[src/design/imu_pkg.sv]
package imu_pkg;

   localparam int ROWS_DEF = 32;
   localparam int COLS_DEF = 32;

   localparam int CSR_ADDR_W = 3;

   // Register index, taken from bit 2 of the byte address.
   localparam logic CSR_THRESH_4 = 1'b0;
   localparam logic CSR_THRESH_8 = 1'b1;

   localparam logic CMD_LOAD = 1'b0;
   localparam logic CMD_STEP = 1'b1;

   typedef struct packed {
      logic        cmd;
      logic [4:0]  row;
      logic [4:0]  col;
      logic        spin_up;
      logic [15:0] rand_word;
   } req_type;

   typedef struct packed {
      logic signed [12:0] energy;
      logic signed [11:0] magnetization;
      logic               flipped;
   } rsp_type;

   // Commands from the controller to the datapath.
   typedef struct packed {
      logic load_item;
      logic rd_centre;
      logic rd_down;
      logic exec;
   } imu_cmd_type;

endpackage

[src/design/imu_ctrl.sv]
module imu_ctrl
   import imu_pkg::*;
(
   input  logic        clock,
   input  logic        reset,
   input  logic        req_valid,
   output logic        req_ready,
   output logic        rsp_valid,
   input  logic        rsp_ready,
   output imu_cmd_type cmd
);

   typedef enum logic [3:0] {
      ST_IDLE      = 4'b0001,
      ST_RD_CENTRE = 4'b0010,
      ST_RD_DOWN   = 4'b0100,
      ST_EXEC      = 4'b1000
   } state_type;

   state_type state_ff, state_in;
   logic      rsp_valid_ff, rsp_valid_in;
   logic      exec_go;

   // The final step waits only while an earlier word is still unclaimed.
   assign exec_go   = (state_ff == ST_EXEC) && (!rsp_valid_ff || rsp_ready);
   assign req_ready = (state_ff == ST_IDLE);
   assign rsp_valid = rsp_valid_ff;

   always_comb begin
      state_in = state_ff;
      case (state_ff)
         ST_IDLE: begin
            if (req_valid) state_in = ST_RD_CENTRE;
         end
         ST_RD_CENTRE: state_in = ST_RD_DOWN;
         ST_RD_DOWN:   state_in = ST_EXEC;
         ST_EXEC: begin
            if (exec_go) state_in = ST_IDLE;
         end
         default: state_in = ST_IDLE;
      endcase
   end

   always_comb begin
      if (exec_go) rsp_valid_in = 1'b1;
      else if (rsp_ready) rsp_valid_in = 1'b0;
      else rsp_valid_in = rsp_valid_ff;
   end

   always_comb begin
      cmd.load_item = req_valid && (state_ff == ST_IDLE);
      cmd.rd_centre = (state_ff == ST_RD_CENTRE);
      cmd.rd_down   = (state_ff == ST_RD_DOWN);
      cmd.exec      = exec_go;
   end

   always_ff @(posedge clock) begin
      if (reset) begin
         state_ff     <= ST_IDLE;
         rsp_valid_ff <= 1'b0;
      end else begin
         state_ff     <= state_in;
         rsp_valid_ff <= rsp_valid_in;
      end
   end

endmodule

[src/design/imu_dpath.sv]
module imu_dpath
   import imu_pkg::*;
#(
   parameter int ROWS = ROWS_DEF,
   parameter int COLS = COLS_DEF
) (
   input  logic        clock,
   input  logic        reset,
   input  imu_cmd_type cmd,
   input  req_type     req_word,
   input  logic [15:0] thresh_4,
   input  logic [15:0] thresh_8,
   output rsp_type     rsp_word
);

   localparam int RW     = $clog2(ROWS);
   localparam int CW     = $clog2(COLS);
   localparam int CELL_N = ROWS * COLS;
   localparam int EW     = $clog2(CELL_N) + 3;
   localparam int MW     = $clog2(CELL_N) + 2;

   // Lattice held one row to a memory word; a row never written reads as all up.
   logic [COLS-1:0] lat_mem [ROWS];
   logic [ROWS-1:0] row_ok_ff;

   req_type         item_ff;
   logic [COLS-1:0] q0_ff, q1_ff, up_row_ff;
   logic            ok0_ff, ok1_ff;
   logic signed [EW-1:0] energy_ff, energy_in;
   logic signed [MW-1:0] magnet_ff, magnet_in;
   rsp_type         rsp_ff;

   logic [RW-1:0]   r_idx, r_up, r_dn, rd1_addr;
   logic [CW-1:0]   c_idx, c_lf, c_rt;
   logic            in_range;
   logic [COLS-1:0] centre_row, down_row, new_row;
   logic            s;
   logic [2:0]      k, a;
   logic            take, flip;
   logic signed [5:0]  de;
   logic signed [31:0] e_wide, m_wide;

   assign in_range = (32'(item_ff.row) < ROWS) && (32'(item_ff.col) < COLS);
   assign r_idx    = RW'(item_ff.row);
   assign c_idx    = CW'(item_ff.col);
   assign r_up     = (r_idx == '0) ? RW'(ROWS - 1) : r_idx - RW'(1);
   assign r_dn     = (r_idx == RW'(ROWS - 1)) ? '0 : r_idx + RW'(1);
   assign c_lf     = (c_idx == '0) ? CW'(COLS - 1) : c_idx - CW'(1);
   assign c_rt     = (c_idx == CW'(COLS - 1)) ? '0 : c_idx + CW'(1);
   assign rd1_addr = cmd.rd_centre ? r_up : r_dn;

   always_ff @(posedge clock) begin
      if (cmd.load_item) item_ff <= req_word;
      if (cmd.rd_centre) begin
         q0_ff  <= lat_mem[r_idx];
         ok0_ff <= row_ok_ff[r_idx];
      end
      if (cmd.rd_centre || cmd.rd_down) begin
         q1_ff  <= lat_mem[rd1_addr];
         ok1_ff <= row_ok_ff[rd1_addr];
      end
      // The up row arrives while the down row is being fetched.
      if (cmd.rd_down) up_row_ff <= ok1_ff ? q1_ff : '1;
      if (cmd.exec && flip) lat_mem[r_idx] <= new_row;
      if (cmd.exec) rsp_ff <= '{energy: e_wide[12:0], magnetization: m_wide[11:0],
                                flipped: flip};
   end

   assign centre_row = ok0_ff ? q0_ff : '1;
   assign down_row   = ok1_ff ? q1_ff : '1;
   assign s          = centre_row[c_idx];
   assign k          = 3'(up_row_ff[c_idx]) + 3'(down_row[c_idx])
                     + 3'(centre_row[c_lf]) + 3'(centre_row[c_rt]);
   // Number of neighbours aligned with the centre spin; dE = 4*a - 8.
   assign a          = s ? k : 3'd4 - k;
   assign de         = $signed({1'b0, a, 2'b00}) - 6'sd8;
   assign take       = (a <= 3'd2)
                     || ((a == 3'd3) && (item_ff.rand_word <= thresh_4))
                     || ((a == 3'd4) && (item_ff.rand_word <= thresh_8));
   assign flip       = in_range && ((item_ff.cmd == CMD_LOAD) ?
                                    (s != item_ff.spin_up) : take);
   assign new_row    = centre_row ^ (COLS'(1) << c_idx);

   assign energy_in = flip ? energy_ff + EW'(de) : energy_ff;
   assign magnet_in = flip ? (s ? magnet_ff - MW'(2) : magnet_ff + MW'(2)) : magnet_ff;
   assign e_wide    = 32'(energy_in);
   assign m_wide    = 32'(magnet_in);

   always_ff @(posedge clock) begin
      if (reset) begin
         row_ok_ff <= '0;
         energy_ff <= -EW'(2 * CELL_N);
         magnet_ff <= MW'(CELL_N);
      end else if (cmd.exec) begin
         if (flip) row_ok_ff[r_idx] <= 1'b1;
         energy_ff <= energy_in;
         magnet_ff <= magnet_in;
      end
   end

   assign rsp_word = rsp_ff;

endmodule

[src/design/ising_metropolis_update_unit.sv]
// Metropolis update unit for a periodic 2D Ising lattice of ROWS x COLS spins, all +1 after
// reset, with running energy and magnetization. Each request word either loads one spin or
// attempts one Metropolis flip, and produces one response word with both totals and a flag
// saying whether the spin changed. After its acceptance a request passes through ST_RD_CENTRE
// and ST_RD_DOWN, where the centre, up and down rows are read from a two-port row memory that
// holds the lattice, then ST_EXEC, which waits while an earlier word is unclaimed, decides and
// writes back. A new request is accepted in the cycle after the previous one leaves for the
// response register, so only one word is in the unit at a time. Flips
// raising the energy by 4 or by 8 are taken when rand_word is at most the threshold register
// for that rise (byte offsets 0 and 4). No clearing pass follows reset.
module ising_metropolis_update_unit
   import imu_pkg::*;
#(
   parameter int ROWS = ROWS_DEF,
   parameter int COLS = COLS_DEF
) (
   input  logic                  clock,
   input  logic                  reset,
   input  logic                  req_valid,
   output logic                  req_ready,
   input  req_type               req_word,
   output logic                  rsp_valid,
   input  logic                  rsp_ready,
   output rsp_type               rsp_word,
   input  logic                  csr_psel,
   input  logic                  csr_penable,
   input  logic                  csr_pwrite,
   input  logic [CSR_ADDR_W-1:0] csr_paddr,
   input  logic [31:0]           csr_pwdata,
   output logic [31:0]           csr_prdata,
   output logic                  csr_pready
);

   localparam logic CELL_ODD = 1'((ROWS * COLS) % 2);

   imu_cmd_type cmd;
   logic [15:0] thresh_4_ff, thresh_8_ff;
   logic        csr_wr;

   assign csr_pready = 1'b1;
   assign csr_wr     = csr_psel && csr_penable && csr_pwrite && csr_pready;

   always_ff @(posedge clock) begin
      if (reset) begin
         thresh_4_ff <= '0;
         thresh_8_ff <= '0;
      end else if (csr_wr) begin
         case (csr_paddr[2])
            CSR_THRESH_4: thresh_4_ff <= csr_pwdata[15:0];
            CSR_THRESH_8: thresh_8_ff <= csr_pwdata[15:0];
            default: ;
         endcase
      end
   end

   always_comb begin
      case (csr_paddr[2])
         CSR_THRESH_4: csr_prdata = {16'b0, thresh_4_ff};
         CSR_THRESH_8: csr_prdata = {16'b0, thresh_8_ff};
         default:      csr_prdata = '0;
      endcase
   end

   imu_ctrl u_ctrl (
      .clock     (clock),
      .reset     (reset),
      .req_valid (req_valid),
      .req_ready (req_ready),
      .rsp_valid (rsp_valid),
      .rsp_ready (rsp_ready),
      .cmd       (cmd)
   );

   imu_dpath #(
      .ROWS (ROWS),
      .COLS (COLS)
   ) u_dpath (
      .clock    (clock),
      .reset    (reset),
      .cmd      (cmd),
      .req_word (req_word),
      .thresh_4 (thresh_4_ff),
      .thresh_8 (thresh_8_ff),
      .rsp_word (rsp_word)
   );

   // Only one request is in the datapath at a time.
   a_one_in_flight: assert property (@(posedge clock) disable iff (reset)
      (req_valid && req_ready) |=> !req_ready)
      else $error("request accepted while another is in flight");

   // With the response side free, each new response word goes back to an accepted request.
   a_latency: assert property (@(posedge clock) disable iff (reset)
      $rose(rsp_valid) |-> $past(req_valid && req_ready, 4))
      else $error("response word without a matching request");

   // Energy is always even and magnetization has the parity of the cell count.
   a_parity: assert property (@(posedge clock) disable iff (reset)
      rsp_valid |-> (!rsp_word.energy[0] && (rsp_word.magnetization[0] == CELL_ODD)))
      else $error("running totals lost their parity");

endmodule
[config.mk]
export PLATFORM = sky130hd
export DESIGN_NAME = ising_metropolis_update_unit
export DESIGN_NICKNAME = d
export VERILOG_FILES = /design/src/design/imu_pkg.sv /design/src/design/imu_ctrl.sv /design/src/design/imu_dpath.sv /design/src/design/ising_metropolis_update_unit.sv
export SDC_FILE = /design/constraint.sdc
export NUM_CORES = 2
export LEC_CHECK = 0
export ABC_AREA = 0
export BUFFER_PORTS_ARGS = -buffer_cell sky130_fd_sc_hd__buf_2
export CORE_MARGIN = 2
export CORE_UTILIZATION = 50
export CTS_BUF_LIST = sky130_fd_sc_hd__clkbuf_4 sky130_fd_sc_hd__clkbuf_8
export DETAILED_ROUTE_END_ITERATION = 10
export HOLD_SLACK_MARGIN = 0.08
export MAX_ROUTING_LAYER = met4
export PLACE_DENSITY = 0.66
export SYNTH_ARGS = -nofsm -noshare
export SYNTH_HDL_FRONTEND = slang
export SYNTH_SLANG_ARGS = --single-unit
[constraint.sdc]
create_clock -name clock -period 10.4 [get_ports clock]
set_clock_uncertainty 0.1 [all_clocks]
set_input_delay 1.04 -clock clock [delete_from_list [all_inputs] [get_ports clock]]
set_output_delay 1.04 -clock clock [all_outputs]
set_load 0.1 [all_outputs]
==> results_dict.tcl <==
set metrics [dict create \
    cts_inserted_buffers 204 \
    slew_headroom 0.02879 \
    holdBufCountCts 0 \
    post-route-period-util 0.8468 \
    fin_setup_tns_ns 0 \
    cts.sinks 1264 \
    min_period_ns 8.807 \
    fmax_ghz 0.1135 \
    rr_worst_depth 24 \
    syn_inst 3435 \
    grt_max_degree 120 \
    grt_pass1_wl_microns 249400 \
    rsz0062_at_grt "false" \
    p_leak_nw 21.41 \
    ff_latch_area_sq_mm 0.03705 \
    vias_per_cell 6.735 \
    drive_gt1_frac 0.3264 \
    fp-row-count 127 \
    area_delta_synth_final_pct 11.30 \
    ioPinCount 131 \
    ys_warn_count 0 \
    die_x_microns 351.1 \
    dieArea_sq_mm 0.1233 \
    hold_start "req_word[25]" \
    synthFlopType "edfxtp_1" \
    crit_path_end_kind "register" \
    fin_nets 3699 \
    yosys.cell_types.count 74 \
    min_to "u_dpath.r_idx[3]$_DFFE_PP_" \
    cellPowerDensity_mw_per_mm2 177.4 \
    antenna_found_initial 4 \
    die_y_microns 351.1 \
    path_clk_slew_ns 0.06 \
    synth-edff-count 1173 \
    hold_path.class "in -> reg" \
    grt_pass1_vias 36446 \
    post-cts-setup-buffers 0 \
    antenna_left 0 \
    finalPower_mw 11.90 \
    peakVddDrop_mv 0.1250 \
    final_cell_mix "1173 x edfxtp_1, 571 x mux4_2, 208 x clkbuf_8" \
    synth_seq_area_share 0.6149 \
    startpoint_type "register" \
    globalplace.congestion 0.9293 \
    drc 0 \
    arrival_ns 9.30 \
    first_pass_iters 7 \
    cts_max_level 4 \
    fillers 9167 \
    r2r_start "u_dpath.c_idx[1]$_DFFE_PP_" \
    wire_per_inst_microns 32.22 \
    r2r_setup_slack_ns 1.59 \
    multi_input_area_sq_mm 0.02223 \
    coreArea_sq_mm 0.1197 \
    numPortBuffers 92 \
    reg2reg_to "u_dpath.lat_mem[20][28]$_DFFE_PP_" \
    start_util 0.5035 \
    finalSetupViolCount 0 \
    status "finished clean" \
    synth.avg_cell_area_sq_um 17.54 \
    synthArstFlopShare 0 \
    routed_wl_microns 172400 \
    path_class "reg -> reg" \
    layout_commonest_cell "edfxtp_1" \
    vias 36047 \
    root_buffer "clkbuf_8" \
    clock_path_buffers 3 \
    hold_violations 0 \
    synth-seq-cells 1264 \
    cts_tree "yes" \
    place_hpwl_microns 102700 \
    synth_area_sq_mm 0.06024 \
    overflow 0 \
    grt_usage 0.2903 \
    required_ns 10.89 \
    worstPathMaxFanout 32 \
    clock_latency_ns 0.93 \
    worstHoldPathCells 1 \
    worst_pin_slew_ns 1.444 \
    drv_slew 0 \
    cap_violations 0 \
    ctsResizeCount 0 \
    drtIter0Drc 4577 \
]
==> worst max path at each step <==
stage / startpoint / end / slack, ns / depth (start not counted)
3_5_place_dp: u_dpath.c_idx[1]$_DFFE_PP_ / u_dpath.lat_mem[20][12]$_DFFE_PP_ / 1.78 / 24
4_1_cts: u_dpath.c_idx[1]$_DFFE_PP_ / u_dpath.lat_mem[20][28]$_DFFE_PP_ / 1.76 / 24
5_1_grt: u_dpath.c_idx[1]$_DFFE_PP_ / u_dpath.lat_mem[20][20]$_DFFE_PP_ / 1.28 / 24
2_1_floorplan: u_dpath.c_idx[0]$_DFFE_PP_ / u_dpath.lat_mem[0][0]$_DFFE_PP_ / 3.02 / 26
3_3_place_gp: u_dpath.c_idx[1]$_DFFE_PP_ / u_dpath.lat_mem[18][12]$_DFFE_PP_ / 1.91 / 24
6_report: u_dpath.c_idx[1]$_DFFE_PP_ / u_dpath.lat_mem[20][28]$_DFFE_PP_ / 1.59 / 24
==> kinds of logic after synthesis <==
logic type,Yosys count,synth area share
buffers and inverters,361,0.02561
other,2,0.0001247
muxes,723,0.2398
AOI/OAI and AO/OA,458,0.05199
and+or+nand+nor,506,0.04542
DFF,1264,0.6149
xor gates and xnor gates,57,0.008412
adders and majority gates,64,0.01367
==> state kept, by name, summed over array words and instances (netlist names) <==
signal	flops
u_ctrl.rsp_valid	1
u_dpath.item_ff	18
thresh_4_ff	16
u_dpath.ok0_ff	1
u_dpath.lat_mem	1024
u_dpath.magnet_ff	11
u_dpath.up_row_ff	32
u_dpath.r_idx	5
u_dpath.q1_ff	32
u_dpath.q0_ff	32
u_dpath.rsp_word	23
u_dpath.row_ok_ff	32
u_dpath.c_idx	5
u_ctrl.state_ff	4
thresh_8_ff	16
u_dpath.energy_ff	11
u_dpath.ok1_ff	1
==> synthesized netlist by cell type, types with 7 or more instances <==
cell type | number | area (sq um)
dfxtp_1 | 91 | 1822
mux2_1 | 7 | 78.83
ha_1 | 61 | 763.2
inv_1 | 82 | 307.8
and2_1 | 8 | 50.05
a21o_1 | 9 | 67.56
nand3_1 | 26 | 130.1
o211ai_1 | 8 | 60.06
nand4_1 | 41 | 256.5
a22oi_1 | 133 | 998.5
mux2_2 | 47 | 529.3
and3_1 | 40 | 250.2
buf_4 | 26 | 195.2
a211oi_1 | 71 | 533.0
nor2_1 | 53 | 198.9
buf_1 | 58 | 217.7
mux4_2 | 571 | 12860
o32ai_1 | 32 | 280.3
mux2i_1 | 98 | 980.9
nand2_1 | 119 | 446.7
clkbuf_1 | 142 | 533.0
nand2b_1 | 91 | 569.3
xnor2_1 | 50 | 437.9
buf_2 | 48 | 240.2
a21oi_1 | 126 | 630.6
o21ai_0 | 27 | 135.1
edfxtp_1 | 1173 | 35220
nor2b_1 | 88 | 550.5
nor3_1 | 8 | 40.04
o21ai_1 | 12 | 60.06
==> power breakdown <==
part	switching (mW)	internal, mW
Combinational	1.10	0.717
Sequential	0.0249	5.60
Clock	2.01	2.45
Total	3.13	8.77
==> cell type report <==
| class | instances | area share |
|---|---|---|
| Antenna cell | 2 | 0.00007464 |
| Clock buffer | 275 | 0.05020 |
| Clock inverter | 104 | 0.01278 |
| Inverter | 83 | 0.004646 |
| Multi-Input combinational cell | 1828 | 0.3316 |
| Sequential cell | 1264 | 0.5525 |
| Tap cell | 1612 | 0.03008 |
| Timing Repair Buffer | 184 | 0.01814 |
==> critical path: stages, from the launching register on <==
cell      delay (ns)
edfxtp_1        0.35
buf_4           0.26
inv_1           0.26
ha_1            0.44
nand2b_1        0.17
o31ai_1         1.16
mux4_2          0.42
mux2i_1         0.10
mux2i_1         0.17
nor2b_1         0.08
a32o_1          0.26
nand2_1         0.08
o211ai_1        0.19
fa_1            0.47
inv_1           0.09
ha_1            0.25
inv_1           0.12
ha_1            0.27
or3_1           0.33
a211oi_1        0.24
a311oi_2        0.21
o311a_1         0.32
a21oi_4         0.60
and3_2          1.09
buf_4           0.39
==> metal layers <==
metal | GRT usage | wire, microns | part of all wire | vias to the layer above
met5 | - | 0 | 0 | -
met4 | 0.1154 | 6702 | 0.039 | 0
met3 | 0.06520 | 17820 | 0.10 | 387
met2 | 0.4456 | 82540 | 0.48 | 2286
met1 | 0.3790 | 65370 | 0.38 | 18863
li1 | - | - | - | 14511
==> stage by stage <==
stage	utilization	instance area [sq um]	worst slack, ns	hold slack, ns	std cells
finish	0.5604	67050	1.593	0.1967	5352
floorplan	-	60310	3.024	0.3363	3453
detailed placement	0.5250	62820	1.780	0.3507	4971
CTS	0.5603	67050	1.759	0.1320	5350
global route	0.5604	67050	1.284	0.1555	5352
global placement	0.5250	62820	1.910	0.3432	4971
No activity file was read; power rests on OpenSTA's default activity.
